$ cat src/design/glyph_row_blitter_top_defines.svh
// Assertion macros shared by the glyph row blitter RTL.
// Used by grb_queue and grb_back; expects clk and rst_n in scope.
`ifndef GLYPH_ROW_BLITTER_TOP_DEFINES_SVH
`define GLYPH_ROW_BLITTER_TOP_DEFINES_SVH

`ifndef SYNTHESIS
// Check a condition at every clock edge out of reset
`define GRB_ASSERT(label, cond) \
  label: assert property (@(posedge clk) disable iff (!rst_n) (cond)) \
    else $error("%m: check failed");
// Check that a trigger implies a consequence
`define GRB_ASSERT_IMPL(label, ante, cons) \
  label: assert property (@(posedge clk) disable iff (!rst_n) (ante) |-> cons) \
    else $error("%m: implication failed");
`else
`define GRB_ASSERT(label, cond)
`define GRB_ASSERT_IMPL(label, ante, cons)
`endif

`endif

$ cat src/design/grb_pkg.sv
// Shared types, constants and pixel formatting for the glyph row blitter.
// No dependencies; imported by every module of the block.
package grb_pkg;

  // Screen limits and font geometry
  localparam int MAX_WIDTH       = 2048;
  localparam int MAX_HEIGHT      = 2048;
  localparam int GLYPH_COUNT_DEF = 256;
  localparam int GLYPH_ROWS      = 16;
  localparam int ROW_W           = 4;
  localparam int QUEUE_DEPTH     = 4;

  // Port widths
  localparam int IN_DATA_W  = 80;
  localparam int OUT_DATA_W = 288;
  localparam int CFG_IDX_W  = 2;
  localparam int CFG_DATA_W = 32;

  // Item kinds
  localparam logic KIND_LOAD = 1'b0;
  localparam logic KIND_DRAW = 1'b1;

  // Register indexes
  localparam logic [CFG_IDX_W-1:0] REG_WIDTH  = 2'd0;
  localparam logic [CFG_IDX_W-1:0] REG_HEIGHT = 2'd1;
  localparam logic [CFG_IDX_W-1:0] REG_DEPTH  = 2'd2;
  localparam logic [CFG_IDX_W-1:0] REG_BG     = 2'd3;

  // Register reset values
  localparam logic [11:0] RST_WIDTH  = 12'd640;
  localparam logic [11:0] RST_HEIGHT = 12'd480;
  localparam logic [5:0]  RST_DEPTH  = 6'd32;
  localparam logic [31:0] RST_BG     = 32'h00FF_FFFF;

  // Supported depths
  localparam logic [5:0] DEPTH_8  = 6'd8;
  localparam logic [5:0] DEPTH_16 = 6'd16;
  localparam logic [5:0] DEPTH_32 = 6'd32;

  // One classified item handed from front to back
  typedef struct packed {
    logic        is_draw;
    logic [7:0]  code;
    logic [3:0]  grow;
    logic [7:0]  bits;
    logic [4:0]  nrows;
    logic [7:0]  mask;
    logic [31:0] ink;
    logic [31:0] bg;
    logic [23:0] addr;
    logic [13:0] stride;
  } grb_entry_t;

  // Format a colour for the frame buffer depth
  function automatic logic [31:0] fmt_pixel(input logic [31:0] color,
                                            input logic [5:0] depth);
    logic [31:0] px;
    if (depth == DEPTH_8) begin
      px = {24'd0, color[7:0]};
    end else if (depth == DEPTH_16) begin
      px = {16'd0, color[23:19], color[15:10], color[7:3]};
    end else begin
      px = color;
    end
    return px;
  endfunction

endpackage

$ cat src/design/grb_queue.sv
// Short queue decoupling the front end from the row emitter.
// Depends on grb_pkg for the entry type and depth.
`include "glyph_row_blitter_top_defines.svh"
module grb_queue (
  input  logic                clk,
  input  logic                rst_n,
  input  logic                push,
  input  grb_pkg::grb_entry_t push_entry,
  input  logic                pop,
  output logic                full,
  output logic                empty,
  output grb_pkg::grb_entry_t head
);
  import grb_pkg::*;

  localparam int PTR_W = $clog2(QUEUE_DEPTH);
  localparam int CNT_W = $clog2(QUEUE_DEPTH + 1);

  grb_entry_t       slot_r [QUEUE_DEPTH];
  logic [PTR_W-1:0] wr_ptr_r;
  logic [PTR_W-1:0] rd_ptr_r;
  logic [CNT_W-1:0] count_r;

  assign full  = (count_r == CNT_W'(QUEUE_DEPTH));
  assign empty = (count_r == '0);
  assign head  = slot_r[rd_ptr_r];

  // Store pushed entries
  always_ff @(posedge clk) begin
    if (push) begin
      slot_r[wr_ptr_r] <= push_entry;
    end
  end

  // Advance pointers and occupancy
  always_ff @(posedge clk) begin
    if (!rst_n) begin
      wr_ptr_r <= '0;
      rd_ptr_r <= '0;
      count_r  <= '0;
    end else begin
      if (push) begin
        wr_ptr_r <= (wr_ptr_r == PTR_W'(QUEUE_DEPTH - 1)) ? '0 : wr_ptr_r + 1'b1;
      end
      if (pop) begin
        rd_ptr_r <= (rd_ptr_r == PTR_W'(QUEUE_DEPTH - 1)) ? '0 : rd_ptr_r + 1'b1;
      end
      if (push && !pop) begin
        count_r <= count_r + 1'b1;
      end else if (pop && !push) begin
        count_r <= count_r - 1'b1;
      end
    end
  end

  `GRB_ASSERT(a_count_bound, count_r <= CNT_W'(QUEUE_DEPTH))
  `GRB_ASSERT_IMPL(a_no_overflow, push, !full)
  `GRB_ASSERT_IMPL(a_no_underflow, pop, !empty)
  `GRB_ASSERT_IMPL(a_count_step, push && !pop, ##1 count_r == $past(count_r) + 1'b1)

endmodule

$ cat config.mk
export PLATFORM = sky130hd
export DESIGN_NAME = grb_queue
export DESIGN_NICKNAME = d
export VERILOG_FILES = /design/src/design/grb_pkg.sv /design/src/design/grb_queue.sv
export VERILOG_INCLUDE_DIRS = /design/src /design/src/design
export SDC_FILE = /design/constraint.sdc
export NUM_CORES = 1
export LEC_CHECK = 0
export BUFFER_PORTS_ARGS = -buffer_cell sky130_fd_sc_hd__buf_2
export CAP_MARGIN = 30
export CORE_MARGIN = 3
export CORE_UTILIZATION = 45
export DETAILED_ROUTE_END_ITERATION = 16
export GPL_TIMING_DRIVEN = 0
export PLACE_DENSITY = 0.67
export SETUP_SLACK_MARGIN = 0.5
export SLEW_MARGIN = 40
export SYNTH_ARGS = -nofsm -noshare
export SYNTH_HDL_FRONTEND = slang
export SYNTH_SLANG_ARGS = --single-unit
$ cat constraint.sdc
create_clock -name clk -period 4.5 [get_ports clk]
set_input_delay 0.675 -clock clk [delete_from_list [all_inputs] [get_ports clk]]
set_output_delay 0.675 -clock clk [all_outputs]
set_load 0.02 [all_outputs]
==> results.ini, run 1 <==
[critical_path]
slowest_delay_ns=0.38
ff2ff_path_depth=5
critical_path_buf_inv_count=4
path_cells=buf_2 -> buf_2 -> buf_2 -> mux4_2 -> buf_2
crit_top_cell=buf_2
crit_slowest_cell=mux4_2
path_depth=5
worstSetupStartpointType=register
path_delay_family=buffers and inverters
crit_type=register to output port
cp-end-kind=output port
cp_max_fo=10
crit_arrival_ns=2.46
required_ns=3.83

[power_and_ir_drop]
power_leakage_nw=8.17
ir_worst_vdd_mv=0.381
power_density_nw_per_um2=473

[clock_tree]
cts.clk_slew.worst_paths_ns=0.06
postCtsSetupRepairBufs=0
postCtsHoldBufs=0
cts.path.max_buffers=3
cts_sinks=553
cts_resized=0
numCtsBuffers=55
clk_latency_ns=0.58
cts-root-buf=clkbuf_16
cts_tree=done
h-tree-depth=2

[layout]
fin_nets=1252
multi_input_area_um2=3340
syn2layout_area_growth_pct=21.1
final_cell_area_um2=24300
register_area_um2=16500
stdcell_count=1737
layout-drive-gt1-share_pct=46.5
num-fill-cells=3310

[synthesis]
synth_seq_area_share_pct=82.4
ys_ff_latch=553
async_flop_share_pct=0
synth_edf_count=544
syn_area_per_cell_um2=26.6
syn-num-nets=901
synth_cell_types=22
synthTopCellsByArea=edfxtp_1 (82%), mux4_2 (15%), dfxtp_1 (0.90%)
synth_area_um2=20000
synth_flop_cell=edfxtp_1
synth_common_cells=edfxtp_1 (544), mux4_2 (136), buf_2 (15)
yosys_warnings=0
synth_top_area_cell=edfxtp_1
syn_inst=754
synth.most_common_cell=edfxtp_1
synth_top_area_share_pct=81.5

[sta]
fin_ws_ns=1.37
hold_ws_ns=0.298
final.setup.tns_ns=0
hold_viol_final=0
tightest_slew_ns=0.728
skew_ns=0.0103
finalCritPeriodShare_pct=69.6
rsz0062_at_grt=false
slew_headroom_pct=51.5
maxSlewViolCount=0
fin_crit_ns=3.13
fmax_ghz=0.319
setup_viol=0

[grt]
grt_use_total_pct=16.9
grtUsageMet2_pct=26.9
grt_pass1_vias=9776
grt_max_degree=35
grtUsageMet1_pct=22.4
use_met3_pct=5.25
grt_first_pass_wirelength_mm=59.7
gr-total-overflow=0
antenna_found_initial=7
busiest_layer=met2

[routing]
ant_nets=0
drc=0
wl_mm=39.0
wire_per_inst_um=22.5
drt-pass1-iter-count=4
viasPerCell=5.25
vias=9116
drt_iter0_drc=672

[die]
die_area_um2=47100
rows=76
start_util_pct=46.0
fp.dieH_um=217
fp.dieW_um=217
ios=278
core_um2=43600

[min_path]
min_path_cells=1
worstHoldPathType=input pin to register

[placed_design]
placed_cell_area_um2=22500
place_ws_ns=1.92
place_hpwl_mm=25.0
port_buffers=277
placed_cells=1633
gp_congestion=0.709

[run]
cap_violations=0

[status]
status=complete, no violations

[metrics by stage]
step	utilization [%]	total power [W]
after global placement	50.9	0.00717
after floorplan	-	0.00674
after global routing	55.7	0.0119
after detailed placement	51.7	0.00721
final	55.7	0.0115
after CTS	55.7	0.0116
[layer usage]
metal,wire length [µm],part of all wire (%)
met1,16100,41
met2,18900,48
met3,3100,7.9
met4,904,2.3
met5,47,0.12
[power breakdown]
group | internal (W) | switching, W | total (W)
Sequential | 0.00590 | 0.0000503 | 0.00595
Combinational | 0.000452 | 0.000666 | 0.00112
Clock | 0.00260 | 0.00181 | 0.00441
[final cells by class]
cell class | count | share of cell area (%)
plain buffers | 30 | 0.758
clock inverters | 25 | 0.912
clock buffers | 74 | 6.30
flip-flops and latches | 553 | 68.0
well taps | 585 | 3.02
diodes | 5 | 0.0515
repair buffers | 294 | 7.11
inverters | 4 | 0.0619
multi-input cells | 167 | 13.7
[worst paths after layout]
| kind | from | endpoint | slack, ns |
|---|---|---|---|
| worst max-delay path | register | head[82] | 1.37 |
| worst min-delay path | push_entry[95] | slot_r[2][95] | 0.30 |
| worst max register to register | wr_ptr_r[0] | slot_r[3][83] | 2.43 |
| worst min register to register | count_r[2] | count_r[2] | 0.51 |
[flip-flops by register name, indices dropped and copies added (netlist names), named ones only]
name and count:
slot_r 544, wr_ptr_r 2, count_r 3, rd_ptr_r 2
[cell usage in the layout, fill, tap and decap left out, drive strengths merged, types with 2 or more instances in the layout]
cell type and instances:
edfxtp 544, buf 317, mux4 136, clkbuf 81, clkinv 18, dfxtp 9, ha 6, diode 5
nor2b 5, inv 5, and2 5, mux2i 4, bufinv 4, nor3 2, clkinvlp 2
[cells by family (layout without fill, tap and decap cells)]
group,after synthesis,after routing,synth area share (%)
simple gates,15,15,0.450
fa+ha+maj,7,7,0.474
compound gates,3,3,0.0999
other cells,0,5,0
xor+xnor,2,2,0.0874
flops,553,553,82.4
buf+inv,34,427,0.993
mux,140,140,15.5
Note: power is estimated with default switching activity, not from simulation.
==> run 2: changes to the inputs <==
--- a/config.mk
+++ b/config.mk
@@ -6,6 +6,7 @@
 export SDC_FILE = /design/constraint.sdc
 export NUM_CORES = 1
 export LEC_CHECK = 0
+export ABC_AREA = 1
 export BUFFER_PORTS_ARGS = -buffer_cell sky130_fd_sc_hd__buf_2
 export CAP_MARGIN = 30
 export CORE_MARGIN = 3
==> constraint.sdc (replaced) <==
create_clock -name clk -period 2.5 [get_ports clk]
set_input_delay 0.375 -clock clk [delete_from_list [all_inputs] [get_ports clk]]
set_output_delay 0.375 -clock clk [all_outputs]
set_load 0.02 [all_outputs]
==> run 2 against run 1 <==
Final area increased by 18%; combinational power increased to 3.1 times the previous value; clock skew up 0.0013 ns; worst hold slack worse by 0.23 ns; non-clock buffer count grew 231; sequential share of layout area is 10 points lower; clock-buffer cell count decreased by 3; cell count up 46%; synthesized cell count grew 82%; first-iteration DRC count grew 55%; sequential cell count stayed put; core utilization increased by 8.4 points; critical endpoint is now head[86]; largest power group unchanged.
==> results.ini, run 2 <==
[layout]
final_cell_mix=edfxtp_1 (544), nor2_1 (244), o21ai_0 (190)
final_cell_area_um2=28600  ; +18%
top_register=slot_r
layout-drive-gt1-share_pct=32.6  ; -14 points
num-fill-cells=3067  ; -7.3%
stdcell_count=2537  ; +46%
syn2layout_area_growth_pct=39.6
largest_register_ff_count=544  ; unchanged
top_regs=slot_r x544, count_r x3
layout_commonest_cell=edfxtp_1
fin_nets=2044  ; +63%

[power_and_ir_drop]
ir_worst_vdd_mv=0.714  ; +87%
power_density_nw_per_um2=763  ; +61%
power_leakage_nw=10.2  ; +25%

[routing]
drc=0  ; unchanged
viasPerCell=5.43  ; +3.5%
drt_iter0_drc=1043  ; +55%
wl_mm=55.8  ; +43%
vias=13800  ; +51%
wire_per_inst_um=22.0  ; -2.1%
drt-pass1-iter-count=5  ; +1
ant_nets=0  ; unchanged

[sta]
hold_viol_final=0  ; unchanged
final.setup.tns_ns=0  ; unchanged
fin_crit_ns=2.47
skew_ns=0.0116  ; +0.00129 ns
rsz0062_at_grt=true
hold_ws_ns=0.0721  ; -0.226 ns
fmax_ghz=0.405
tightest_slew_ns=0.553  ; -0.174 ns
maxSlewViolCount=0  ; unchanged
fin_ws_ns=0.0285  ; -1.34 ns
setup_viol=0  ; unchanged
finalCritPeriodShare_pct=98.9
slew_headroom_pct=63.1  ; +12 points

[status]
status=complete, no violations

[synthesis]
syn_inst=1374  ; +82%
synth_common_cells=edfxtp_1 (544), nor2_1 (280), o21ai_0 (268)
synth_top_area_cell=edfxtp_1
synth_flop_cell=edfxtp_1
synth_cell_types=20  ; -9.1%
synth_area_um2=20500  ; +2.2%
syn-num-nets=1521  ; +69%
synth_seq_area_share_pct=80.6  ; -1.8 points
yosys_warnings=0  ; unchanged
yosys.area_share.adder_pct=0.464  ; -0.010 points
synth_top_area_share_pct=79.8  ; -1.8 points
synth_top_family_by_area=compound AO/OA/AOI/OAI gates
synth_mux_area_share_pct=0  ; -15 points
ys_ff_latch=553  ; unchanged
synth_edf_count=544  ; unchanged
syn_area_per_cell_um2=14.9  ; -44%
synth_compound_area_share_pct=10.9  ; +11 points
synthXorXnorAreaFrac_pct=0.0428  ; -0.045 points
synthTopCellsByArea=edfxtp_1 (80%), o21ai_0 (6.5%), nor2_1 (5.1%)
synth.most_common_cell=edfxtp_1
synthSimpleGateAreaFrac_pct=5.43  ; +5.0 points
async_flop_share_pct=0  ; unchanged

[die]
core_um2=44600  ; +2.4%
fp.dieH_um=219  ; +1.1%
ios=278  ; unchanged
fp.dieW_um=219  ; +1.1%
rows=77  ; +1.3%
start_util_pct=45.9  ; -0.10 points
die_area_um2=48100  ; +2.1%

[clock_tree]
cts.clk_slew.worst_paths_ns=0.06  ; about the same
cts-root-buf=clkbuf_16
clk_latency_ns=0.58  ; about the same
cts_tree=done
cts_sinks=553  ; unchanged
cts.path.max_buffers=3  ; unchanged
h-tree-depth=2  ; unchanged
numCtsBuffers=55  ; unchanged

[placed_design]
place_ws_ns=0.0596  ; -1.86 ns
placed_cells=2273  ; +39%
placed_cell_area_um2=23400  ; +3.8%
gp_congestion=0.762  ; +7.4%
port_buffers=277  ; unchanged
place_hpwl_mm=32.6  ; +31%

[critical_path]
cp_max_fo=7  ; -3
cp-end-kind=output port
worstSetupStartpointType=register
required_ns=2.12  ; -1.71 ns
crit_type=register to output port
crit_arrival_ns=2.10  ; -0.36 ns

[grt]
grt_use_total_pct=22.3  ; +5.4 points
grt_first_pass_wirelength_mm=81.2  ; +36%
gr-total-overflow=0  ; unchanged
grt_pass1_vias=13800  ; +41%
antenna_found_initial=5  ; -2
grt_max_degree=23  ; -34%

[min_path]
worstHoldPathType=input pin to register

[run]
cap_violations=0  ; unchanged

## run 2: cell count changes after synthesis, sizes merged, moves of 2 or more
cell	change
buf	+8
o22ai	+136
inv	+12
clkbuf	+51
o21ai	+274
nand2	+8
nor3	+2
mux4	-136
and2	-5
nor2b	-5
a21oi	+3
mux2i	-4
nor2	+279
## run 2: cell families (layout without fill, tap and decap cells)
family	after synthesis	after routing
flops	553	553
fa+ha+maj	7	7
compound gates	414	414
other cells	0	2
xor+xnor	1	1
simple gates	294	294
buf+inv	105	674
## run 2: critical path, cell delays in order (launching register included)
cell and delay [ns]:
dfxtp_4 0.37, buf_12 0.15, clkinv_8 0.06, buf_12 0.15
buf_16 0.16, buf_12 0.13, buf_16 0.13, nor2_4 0.10
o22ai_4 0.09, buf_6 0.15
## run 2: per-stage QoR
| step | util, % | total power, W |
|---|---|---|
| CTS | 62.6 | 0.0217 |
| detailed placement | 52.4 | 0.0134 |
| global placement | 50.8 | 0.0132 |
| finish | 64.1 | 0.0218 |
| floorplan | - | 0.0122 |
| global route | 64.1 | 0.0226 |
## run 2: metal layers
layer	global-route usage [%]	vias to the layer above	routed length, µm
met5	0	-	34
met2	37.1	498	27600
met3	5.75	104	4420
met1	29.1	6901	22200
met4	6.48	6	1530
li1	-	6272	-
## run 2: path summary, 6_finish.rpt
path               startpoint       endpoint  slack (ns)  depth (start not counted)
setup / recovery     register       head[86]        0.03                          9
hold / removal          rst_n     count_r[2]        0.07                          3
setup reg to reg  wr_ptr_r[0]  slot_r[0][94]        0.61                          7
hold reg to reg   wr_ptr_r[1]    wr_ptr_r[1]        0.50                          2
## run 2: repair_timing
action | CTS | global route
pin swaps | 56 | 19
endpoints found under the setup margin | 173 | 241
hold endpoints to repair | 544 | 0
cloned | 6 | 7
hold buffers | 136 | 0
gates resized for setup | 437 | 179
buffers inserted | 6 | 4
## run 2: final cells by class
cell class | count | area (µm²) | area share (%)
clock buffers | 71 | 1480 | 5.17
well taps | 592 | 741 | 2.59
diodes | 2 | 5.00 | 0.0175
inverters | 16 | 95.1 | 0.333
plain buffers | 89 | 962 | 3.36
repair buffers | 466 | 4340 | 15.2
clock inverters | 32 | 204 | 0.713
multi-input cells | 716 | 4250 | 14.9
flip-flops and latches | 553 | 16500 | 57.8
## run 2: power breakdown
group | internal [W] | switching [W] | total, W
clock network | 0.00437 | 0.00333 | 0.00770
logic | 0.00145 | 0.00197 | 0.00342
registers | 0.0106 | 0.000107 | 0.0107
total | 0.0164 | 0.00541 | 0.0218
