$ cat config.mk
export PLATFORM = sky130hd
export DESIGN_NAME = grb_front
export DESIGN_NICKNAME = d
export VERILOG_FILES = /design/src/design/glyph_row_blitter_top_defines.svh /design/src/design/grb_pkg.sv /design/src/design/grb_front.sv
export SDC_FILE = /design/constraint.sdc
export NUM_CORES = 1
export LEC_CHECK = 0
export ABC_CLOCK_PERIOD_IN_PS = 8200
export BUFFER_PORTS_ARGS = -buffer_cell sky130_fd_sc_hd__buf_2
export CAP_MARGIN = 20
export CELL_PAD_IN_SITES_DETAIL_PLACEMENT = 0
export CELL_PAD_IN_SITES_GLOBAL_PLACEMENT = 1
export CORE_ASPECT_RATIO = 1.1
export CORE_MARGIN = 8
export CORE_UTILIZATION = 42
export DETAILED_ROUTE_END_ITERATION = 10
export GPL_ROUTABILITY_DRIVEN = 0
export MAX_ROUTING_LAYER = met4
export PLACE_DENSITY = 0.89
export SLEW_MARGIN = 10
export SYNTH_ARGS = -nofsm -noshare
export SYNTH_HDL_FRONTEND = slang
export SYNTH_SLANG_ARGS = --single-unit
$ cat constraint.sdc
create_clock -name clk -period 8.2 [get_ports clk]
set_input_delay 1.23 -clock clk [delete_from_list [all_inputs] [get_ports clk]]
set_output_delay 1.23 -clock clk [all_outputs]
set_load 0.1 [all_outputs]
$ cat src/design/glyph_row_blitter_top_defines.svh
// Assertion macros shared by the glyph row blitter RTL.
// Used by grb_queue and grb_back; expects clk and rst_n in scope.
`ifndef GLYPH_ROW_BLITTER_TOP_DEFINES_SVH
`define GLYPH_ROW_BLITTER_TOP_DEFINES_SVH

`ifndef SYNTHESIS
// Check a condition at every clock edge out of reset
`define GRB_ASSERT(label, cond) \
  label: assert property (@(posedge clk) disable iff (!rst_n) (cond)) \
    else $error("%m: check failed");
// Check that a trigger implies a consequence
`define GRB_ASSERT_IMPL(label, ante, cons) \
  label: assert property (@(posedge clk) disable iff (!rst_n) (ante) |-> cons) \
    else $error("%m: implication failed");
`else
`define GRB_ASSERT(label, cond)
`define GRB_ASSERT_IMPL(label, ante, cons)
`endif

`endif

$ cat src/design/grb_pkg.sv
// Shared types, constants and pixel formatting for the glyph row blitter.
// No dependencies; imported by every module of the block.
package grb_pkg;

  // Screen limits and font geometry
  localparam int MAX_WIDTH       = 2048;
  localparam int MAX_HEIGHT      = 2048;
  localparam int GLYPH_COUNT_DEF = 256;
  localparam int GLYPH_ROWS      = 16;
  localparam int ROW_W           = 4;
  localparam int QUEUE_DEPTH     = 4;

  // Port widths
  localparam int IN_DATA_W  = 80;
  localparam int OUT_DATA_W = 288;
  localparam int CFG_IDX_W  = 2;
  localparam int CFG_DATA_W = 32;

  // Item kinds
  localparam logic KIND_LOAD = 1'b0;
  localparam logic KIND_DRAW = 1'b1;

  // Register indexes
  localparam logic [CFG_IDX_W-1:0] REG_WIDTH  = 2'd0;
  localparam logic [CFG_IDX_W-1:0] REG_HEIGHT = 2'd1;
  localparam logic [CFG_IDX_W-1:0] REG_DEPTH  = 2'd2;
  localparam logic [CFG_IDX_W-1:0] REG_BG     = 2'd3;

  // Register reset values
  localparam logic [11:0] RST_WIDTH  = 12'd640;
  localparam logic [11:0] RST_HEIGHT = 12'd480;
  localparam logic [5:0]  RST_DEPTH  = 6'd32;
  localparam logic [31:0] RST_BG     = 32'h00FF_FFFF;

  // Supported depths
  localparam logic [5:0] DEPTH_8  = 6'd8;
  localparam logic [5:0] DEPTH_16 = 6'd16;
  localparam logic [5:0] DEPTH_32 = 6'd32;

  // One classified item handed from front to back
  typedef struct packed {
    logic        is_draw;
    logic [7:0]  code;
    logic [3:0]  grow;
    logic [7:0]  bits;
    logic [4:0]  nrows;
    logic [7:0]  mask;
    logic [31:0] ink;
    logic [31:0] bg;
    logic [23:0] addr;
    logic [13:0] stride;
  } grb_entry_t;

  // Format a colour for the frame buffer depth
  function automatic logic [31:0] fmt_pixel(input logic [31:0] color,
                                            input logic [5:0] depth);
    logic [31:0] px;
    if (depth == DEPTH_8) begin
      px = {24'd0, color[7:0]};
    end else if (depth == DEPTH_16) begin
      px = {16'd0, color[23:19], color[15:10], color[7:3]};
    end else begin
      px = color;
    end
    return px;
  endfunction

endpackage

$ cat src/design/grb_front.sv
// Front end: configuration registers, input acceptance and classification.
// Depends on grb_pkg; feeds grb_queue with precomputed draw parameters.
module grb_front #(
  parameter int GLYPH_COUNT = grb_pkg::GLYPH_COUNT_DEF
) (
  input  logic                            clk,
  input  logic                            rst_n,
  input  logic                            in_tvalid,
  output logic                            in_tready,
  input  logic [grb_pkg::IN_DATA_W-1:0]   in_tdata,
  input  logic                            in_tuser,
  input  logic                            cfg_we,
  input  logic [grb_pkg::CFG_IDX_W-1:0]   cfg_index,
  input  logic [grb_pkg::CFG_DATA_W-1:0]  cfg_wdata,
  input  logic                            full,
  output logic                            push,
  output grb_pkg::grb_entry_t             push_entry
);
  import grb_pkg::*;

  logic [11:0] width_r;
  logic [11:0] height_r;
  logic [5:0]  depth_r;
  logic [31:0] bg_r;

  logic [7:0]  in_code;
  logic [3:0]  in_grow;
  logic [7:0]  in_bits;
  logic [10:0] in_ox;
  logic [10:0] in_oy;
  logic [31:0] in_ink;
  logic [7:0]  code_wrap;
  logic [11:0] w_sat;
  logic [11:0] h_sat;
  logic        depth_ok;
  logic [1:0]  byte_shift;
  logic [13:0] stride;
  logic [24:0] y_prod;
  logic [12:0] x_off;
  logic [11:0] rows_left;
  logic [4:0]  nrows;
  logic [7:0]  col_mask;
  logic        on_screen;
  logic        accept;

  // Write configuration registers
  always_ff @(posedge clk) begin
    if (!rst_n) begin
      width_r  <= RST_WIDTH;
      height_r <= RST_HEIGHT;
      depth_r  <= RST_DEPTH;
      bg_r     <= RST_BG;
    end else if (cfg_we) begin
      unique case (cfg_index)
        REG_WIDTH:  width_r  <= cfg_wdata[11:0];
        REG_HEIGHT: height_r <= cfg_wdata[11:0];
        REG_DEPTH:  depth_r  <= cfg_wdata[5:0];
        REG_BG:     bg_r     <= cfg_wdata;
        default:    ;
      endcase
    end
  end

  // Unpack input fields
  assign in_code = in_tdata[7:0];
  assign in_grow = in_tdata[11:8];
  assign in_bits = in_tdata[19:12];
  assign in_ox   = in_tdata[30:20];
  assign in_oy   = in_tdata[41:31];
  assign in_ink  = in_tdata[73:42];

  // Wrap glyph index into the font store
  assign code_wrap = (9'(in_code) >= 9'(GLYPH_COUNT)) ?
                     8'(9'(in_code) - 9'(GLYPH_COUNT)) : in_code;

  // Saturate screen size
  assign w_sat = (13'(width_r) > 13'(MAX_WIDTH)) ? 12'(MAX_WIDTH) : width_r;
  assign h_sat = (13'(height_r) > 13'(MAX_HEIGHT)) ? 12'(MAX_HEIGHT) : height_r;

  // Decode depth into a byte shift
  assign depth_ok = (depth_r == DEPTH_8) || (depth_r == DEPTH_16) || (depth_r == DEPTH_32);
  always_comb begin
    priority if (depth_r == DEPTH_32) begin
      byte_shift = 2'd2;
    end else if (depth_r == DEPTH_16) begin
      byte_shift = 2'd1;
    end else begin
      byte_shift = 2'd0;
    end
  end

  // Start address of the first row
  assign stride = 14'(w_sat) << byte_shift;
  assign y_prod = 25'(in_oy) * 25'(stride);
  assign x_off  = 13'(in_ox) << byte_shift;

  // Visible rows and columns
  assign on_screen = (12'(in_ox) < w_sat) && (12'(in_oy) < h_sat);
  assign rows_left = h_sat - 12'(in_oy);
  assign nrows     = (rows_left >= 12'd16) ? 5'd16 : rows_left[4:0];
  always_comb begin
    for (int j = 0; j < 8; j++) begin
      col_mask[j] = (12'(in_ox) + 12'(j)) < w_sat;
    end
  end

  // Accept whenever the queue has room; drop draws that emit nothing
  assign in_tready = !full;
  assign accept    = in_tvalid && in_tready;
  assign push      = accept && ((in_tuser == KIND_LOAD) || (on_screen && depth_ok));

  always_comb begin
    push_entry.is_draw = (in_tuser == KIND_DRAW);
    push_entry.code    = code_wrap;
    push_entry.grow    = in_grow;
    push_entry.bits    = in_bits;
    push_entry.nrows   = nrows;
    push_entry.mask    = col_mask;
    push_entry.ink     = fmt_pixel(in_ink, depth_r);
    push_entry.bg      = fmt_pixel(bg_r, depth_r);
    push_entry.addr    = y_prod[23:0] + 24'(x_off);
    push_entry.stride  = stride;
  end

endmodule

==> impl_results.md, run 1 <==
* Maximum VDD drop at 0.00117 V
* Max-slew violations at 0
* Post-Place Setup Slack at 0.280 ns
* Crit path cell chain: nor4_4 -> nand3b_1 -> buf_8 -> a31oi_2 -> mux2i_1 -> buf_4 -> and2_1 -> fa_1 -> inv_1 -> fa_1 -> fa_1 -> inv_1 -> fa_1 -> inv_1 -> fa_1 -> inv_1 -> ha_2 -> a21oi_1 -> o21ai_1 -> or3_1 -> o22a_2 -> or4b_1 -> nand4b_1 -> buf_12
* Clock Sink Count at 62
* CTS Hold Buffers Added at 0
* Outcome: completed
* Grt ovf at 0
* Die area at 35,000 um2
* FF-to-FF Start: height_r[11]
* CTS tree: yes
* Slowest CP cell: fa_1
* Vias at 11,500
* Most common cell after layout, fill and taps aside: nand2_1
* Number of flops mapped to enable cells by yosys at 0
* DRT Pass-1 Iters at 5
* Fin util at 50.7%
* Initial DRC Count at 466
* Latest clock arrival within the worst-skew pair at 0.33 ns
* Sequential share of the synthesized area at 10.1%
* Core area at 28,700 um2
* Number of port buffers at 211
* CP Class: flip-flop to output port
* WP data arrival at 6.89 ns
* Hold Crit Start: height_r[7]
* CTS Buf Count at 9
* Most frequent cell on the critical path: fa_1
* Global Route Usage Sum at 21.3%
* Syn Inst Count at 1,607
* Root Driver: clkbuf_16
* H-tree levels at 3
* CTS max path bufs at 2
* Setup Skew at 0 ns
* Predominant post-synthesis flop cell: dfxtp_1
* Netlist cell types at 65
* Final Worst Setup Slack at 0.0811 ns
* Die Y at 195 um
* Detail Placement HPWL at 29.8 mm
* CP Max Fanout at 24
* Starting Density at 42.8%
* Hold EP: height_r[7]
* Leakage at 0.00741 uW
* Yosys reg bits at 62
* Max Cap Viol at 0
* Ys async rst share at 0%
* RR Endpoint: height_r[11]
* Reg2Reg Depth at 2
* Initial antenna violation count at 1
* Core Rows at 65
* PD cells at 283 nW/um2
* Ratio of cells with drive above 1 in the final layout at 18.6%
* Final min period at 8.12 ns
* Hold Path Class: flip-flop to flip-flop
* CP Capture Type: output port
* Tcrit/Tclk final at 99.0%
* R2R Setup Slk at 7.29 ns
* RSZ-0062 raised after global routing: yes
* Final Hold Vio Count at 0
* Crit path required time at 6.97 ns
* First-pass GRT wire length at 59.1 mm
* Synth Warn # at 0
* Average size of a mapped cell at 7.65 um2
* Finished Layout Cells at 2,164
* Finished layout cell area at 14,600 um2
* DRC viols at 0
* Post-Place Cell Area at 14,000 um2
* Slew margin rel. at 34.0%
* Startpoint Class: flip-flop
* Final ANT Viol Nets at 0
* Fmax at 123 MHz
* Worst Setup SP: depth_r[3]
* Post-synthesis cell area at 12,300 um2
* Clock slew at reported path FFs at 0.05 ns
* Setup TNS Final at 0 ns
* Number of global-route vias before repair at 11,900
* Post-Route WL at 37.1 mm
* Worst Tran Pin Value at 0.990 ns
* Area Growth Syn to Fin at 18.6%
* Vias per cell at 5.34
* Final setup violation count at 0
* NumNets Final at 2,194
* Most frequent cells in the layout: nand2_1, inv_1, buf_2, ha_1, fa_1
* Post-DR wirelength/cell at 17.2 um
* Syn nets at 2,011
* Critical path's largest stage delay at 0.54 ns
* Io pins at 258
* Die Wd at 179 um
* Placed cells at 2,126
* Largest net degree at the start of global routing at 63
* Worst Hold Path Cells at 2
routing by layer:
layer / share of wire (%) / vias to the layer above / track usage [%]
met5: 0 / - / -
met4: 3.2 / 0 / 6.72
met3: 7.1 / 83 / 3.99
met2: 47 / 463 / 35.5
met1: 43 / 5422 / 25.6
li1: - / 5577 / -
flip-flops by register name, indices dropped and copies added, names as in the netlist:
name	count
bg_r	32
height_r	12
width_r	12
depth_r	6
cells in the mapped netlist, types with 3 or more instances:
cell	instances	share of area (%)
nand2_1	331	10
inv_1	195	6.0
ha_1	164	17
fa_1	120	20
nor2_1	80	2.4
and2_1	77	3.9
dfxtp_1	62	10
clkbuf_1	51	1.6
a21oi_1	50	2.0
xor2_1	44	3.1
nand3_1	43	1.8
o21ai_0	40	1.6
xnor2_1	38	2.7
a21boi_0	27	1.6
nor3_1	24	0.98
buf_4	23	1.4
mux2i_1	23	1.9
nor2b_1	21	1.1
a21o_1	20	1.2
buf_2	19	0.77
a22o_1	16	1.1
a31oi_1	15	0.76
nand4_1	13	0.66
a211oi_1	11	0.67
and3_1	8	0.41
buf_1	8	0.24
nand2b_1	8	0.41
nand3b_1	7	0.43
o21a_1	5	0.31
a221oi_1	4	0.29
a2111oi_0	3	0.21
a211o_1	3	0.21
and3b_1	3	0.21
and4_1	3	0.21
nor4_1	3	0.15
o211ai_1	3	0.18
o21bai_1	3	0.18
or2_2	3	0.15
or3_1	3	0.15
final cells by class:
class                   instances  area [um2]
flip-flops and latches         62        1240
diodes                          1        2.50
repair buffers                273        1790
clock inverters                 6        62.6
clock buffers                  10         229
inverters                     196         736
fillers                      2820       14100
multi-input cells            1248       10000
well taps                     368         460
timing repair:
item | CTS | global route
gates resized for setup | 3 | 30
cloned | 0 | 1
pin swaps | 2 | 10
buffers inserted | 2 | 18
endpoints found under the setup margin | 3 | 8
critical path: cells and delay by family, from the launching register on:
| family | cells | cell delay (ns) |
|---|---|---|
| mux | 1 | 0.10 |
| simple gates | 6 | 1.74 |
| flops | 1 | 0.35 |
| fa+ha+maj | 6 | 2.85 |
| buf+inv | 7 | 0.80 |
| compound gates | 4 | 0.72 |
metrics by stage:
stage / hold slack (ns) / total power (uW)
6_report: 0.455 / 4120
5_1_grt: 0.486 / 4360
3_5_place_dp: 0.451 / 3670
4_1_cts: 0.463 / 4050
3_3_place_gp: 0.441 / 3630
2_1_floorplan: 0.432 / 2770
cell families (layout without fill, tap and decap cells):
group / after synthesis / after routing / share of synthesized area (%)
buf+inv: 297 / 485 / 9.97
xor+xnor: 82 / 82 / 5.84
simple gates: 640 / 640 / 24.1
flops: 62 / 62 / 10.1
fa+ha+maj: 284 / 284 / 36.2
other cells: 0 / 1 / 0
compound gates: 217 / 217 / 11.7
mux: 25 / 25 / 2.06
power by group:
part | leakage, uW | internal (uW) | switching [uW]
logic | 0.00677 | 1150 | 2280
clock network | 0.000134 | 234 | 132
registers | 0.000507 | 315 | 9.78
worst max path at each step:
stage	endpoint	slack, ns	depth (start not counted)
after floorplan	push_entry[35]	0.0006	21
after global routing	push_entry[35]	-0.23	23
after detailed placement	push_entry[34]	0.28	22
after CTS	push_entry[35]	0.001	24
after global placement	push_entry[34]	0.37	24
final	push_entry[35]	0.08	24
Power figures use the tool's default switching activity.
==> inputs of run 2 (changes only) <==
REMOVE_ABC_BUFFERS = 1   (was default)
==> impl_results.md, run 2 (synthesis results as in run 1) <==
* Outcome: completed (unchanged)
* Largest regs: bg_r: 32 flops, height_r: 12 flops, width_r: 12 flops (unchanged)
* Io pins at 258 (unchanged)
* Detail Placement HPWL at 30.3 mm (was 29.8 mm)
* Clock power frac at 8.5% (was 8.9%)
* Grt ovf at 0 (unchanged)
* FILL cells at 2,729 (was 2,820)
* Core Rows at 65 (unchanged)
* Largest net degree at the start of global routing at 63 (unchanged)
* Number of global-route vias before repair at 11,900 (about the same)
* Fmax at 124 MHz (was 123 MHz)
* Most frequent cells in the layout: nand2_1, buf_2, inv_1, ha_1, fa_1 (was nand2_1, inv_1, buf_2, ha_1, fa_1)
* Tcrit/Tclk final at 98.3% (was 99.0%)
* Final Worst Setup Slack at 0.136 ns (was 0.0811 ns)
* Post-Route WL at 39.1 mm (was 37.1 mm)
* Latest clock arrival within the worst-skew pair at 0.32 ns (was 0.33 ns)
* Clock slew at reported path FFs at 0.05 ns (about the same)
* CP Capture Type: output port (unchanged)
* Vias per cell at 5.36 (was 5.34)
* Leakage at 0.00762 uW (was 0.00741 uW)
* Initial antenna violation count at 1 (unchanged)
* Final setup violation count at 0 (unchanged)
* CTS tree: yes (unchanged)
* Root Driver: clkbuf_16 (unchanged)
* Startpoint Class: flip-flop (unchanged)
* Net switching power at 2440 uW (was 2420 uW)
* First-pass GRT wire length at 60.2 mm (was 59.1 mm)
* CTS Hold Buffers Added at 0 (unchanged)
* Combinational Power Share at 83.7% (was 83.3%)
* DRT Pass-1 Iters at 5 (unchanged)
* PD cells at 278 nW/um2 (was 283 nW/um2)
* Post-Place Setup Slack at 0.259 ns (was 0.280 ns)
* Maximum VDD drop at 0.00127 V (was 0.00117 V)
* Hold Crit Start: bg_r[17] (was height_r[7])
* Post-DR wirelength/cell at 17.8 um (was 17.2 um)
* Final min period at 8.06 ns (was 8.12 ns)
* CTS max path bufs at 2 (unchanged)
* Crit path required time at 6.97 ns (about the same)
* DRC viols at 0 (unchanged)
* Die area at 35,000 um2 (unchanged)
* H-tree levels at 3 (unchanged)
* Vias at 11,800 (was 11,500)
* Power share of the sequential group at 7.8% (was 7.9%)
* Area Growth Syn to Fin at 22.7% (was 18.6%)
* FF-to-FF Start: height_r[11] (unchanged)
* Initial DRC Count at 710 (was 466)
* Capture point of the worst path: push_entry[35] (unchanged)
* Global Route Usage Sum at 21.8% (was 21.3%)
* Largest reg by FF count: bg_r (unchanged)
* Core area at 28,700 um2 (unchanged)
* Number of flip-flops under the largest register name at 32 (unchanged)
* Starting Density at 42.8% (unchanged)
* Ratio of cells with drive above 1 in the final layout at 21.2% (was 18.6%)
* Design Power at 4190 uW (was 4120 uW)
* Die Wd at 179 um (unchanged)
* Die Y at 195 um (unchanged)
* Worst Setup SP: depth_r[0] (was depth_r[3])
* R2R Setup Slk at 7.25 ns (was 7.29 ns)
* Slew margin rel. at 33.7% (was 34.0%)
* RR Endpoint: height_r[11] (unchanged)
* Final ANT Viol Nets at 0 (unchanged)
* Worst Tran Pin Value at 0.995 ns (was 0.990 ns)
* WP data arrival at 6.83 ns (was 6.89 ns)
* NumNets Final at 2,226 (was 2,194)
* Final Hold Vio Count at 0 (unchanged)
* Number of port buffers at 211 (unchanged)
* Hold Path Class: flip-flop to flip-flop (unchanged)
* Pint at 1750 uW (was 1700 uW)
* Setup Skew at 0 ns (unchanged)
* Reg2Reg Depth at 2 (unchanged)
* Most common cell after layout, fill and taps aside: nand2_1 (unchanged)
* CTS Buf Count at 9 (unchanged)
* Clock Sink Count at 62 (unchanged)
* Worst Hold Path Cells at 2 (unchanged)
* Max-slew violations at 0 (unchanged)
* Max Cap Viol at 0 (unchanged)
* Sw frac at 58.3% (was 58.8%)
* CP Max Fanout at 8 (was 24)
* CP Class: flip-flop to output port (unchanged)
-- run 2: how the worst min path moves through the flow --
stage | endpoint | slack, ns
2_1_floorplan | bg_r[16] | 0.43
3_5_place_dp | bg_r[2] | 0.45
4_1_cts | height_r[4] | 0.47
5_1_grt | height_r[2] | 0.48
6_report | bg_r[17] | 0.46
3_3_place_gp | bg_r[17] | 0.44
-- run 2: worst max-delay path, cell delays in order (launching register included) --
cell,delay (ns)
dfxtp_2,0.34
nor4_4,0.28
nand3b_1,0.16
buf_6,0.18
clkbuf_16,0.17
a31oi_4,0.21
mux2i_1,0.13
buf_4,0.19
buf_4,0.15
and2_1,0.17
fa_1,0.54
fa_1,0.46
fa_2,0.38
fa_1,0.53
inv_1,0.05
fa_1,0.53
inv_1,0.06
ha_4,0.17
or3_1,0.35
or3_1,0.35
o22a_2,0.23
or4b_1,0.53
nand4b_1,0.16
buf_12,0.19
-- run 2: through the flow --
step | cells | utilization [%] | hold slack (ns) | TNS [ns] | cell area (um2)
final | 2196 | 52.5 | 0.463 | 0 | 15100
after floorplan | 1506 | - | 0.430 | -47.94 | 11800
after global routing | 2196 | 52.5 | 0.483 | -0.167 | 15100
after CTS | 2151 | 49.8 | 0.469 | 0 | 14300
after global placement | 2129 | 48.4 | 0.442 | 0 | 13900
after detailed placement | 2129 | 48.4 | 0.454 | 0 | 13900
-- run 2: repair_timing --
item                       4_1_cts  5_1_grt
buffers inserted                 6       36
setup endpoints to repair        3       10
resized for setup               14       98
cloned                           0        8
pin swaps                        2       49
-- run 2: area by class of cell --
class                   instances  area, um2  share of cell area (%)
diodes                          1       2.50                  0.0166
clock buffers                  10        239                    1.59
clock inverters                 6       45.0                   0.299
inverters                     196        738                    4.90
multi-input cells            1249      10200                    67.7
flip-flops and latches         62       1240                    8.25
well taps                     368        460                    3.05
repair buffers                304       2140                    14.2
-- run 2: routing by layer --
metal | vias to the layer above | GRT usage [%] | routed length [um]
li1 | 5617 | - | -
met4 | 0 | 7.72 | 1300
met1 | 5571 | 26.7 | 16100
met3 | 79 | 3.82 | 3040
met2 | 500 | 35.4 | 18600
met5 | - | - | 0
-- run 2: power groups by stage --
stage                     clock network, uW  logic, uW  registers [uW]
after detailed placement                  0       3270             330
after CTS                               363       3310             324
after floorplan                           0       2300             328
after global routing                    375       3740             327
final                                   356       3510             325
after global placement                    0       3250             330
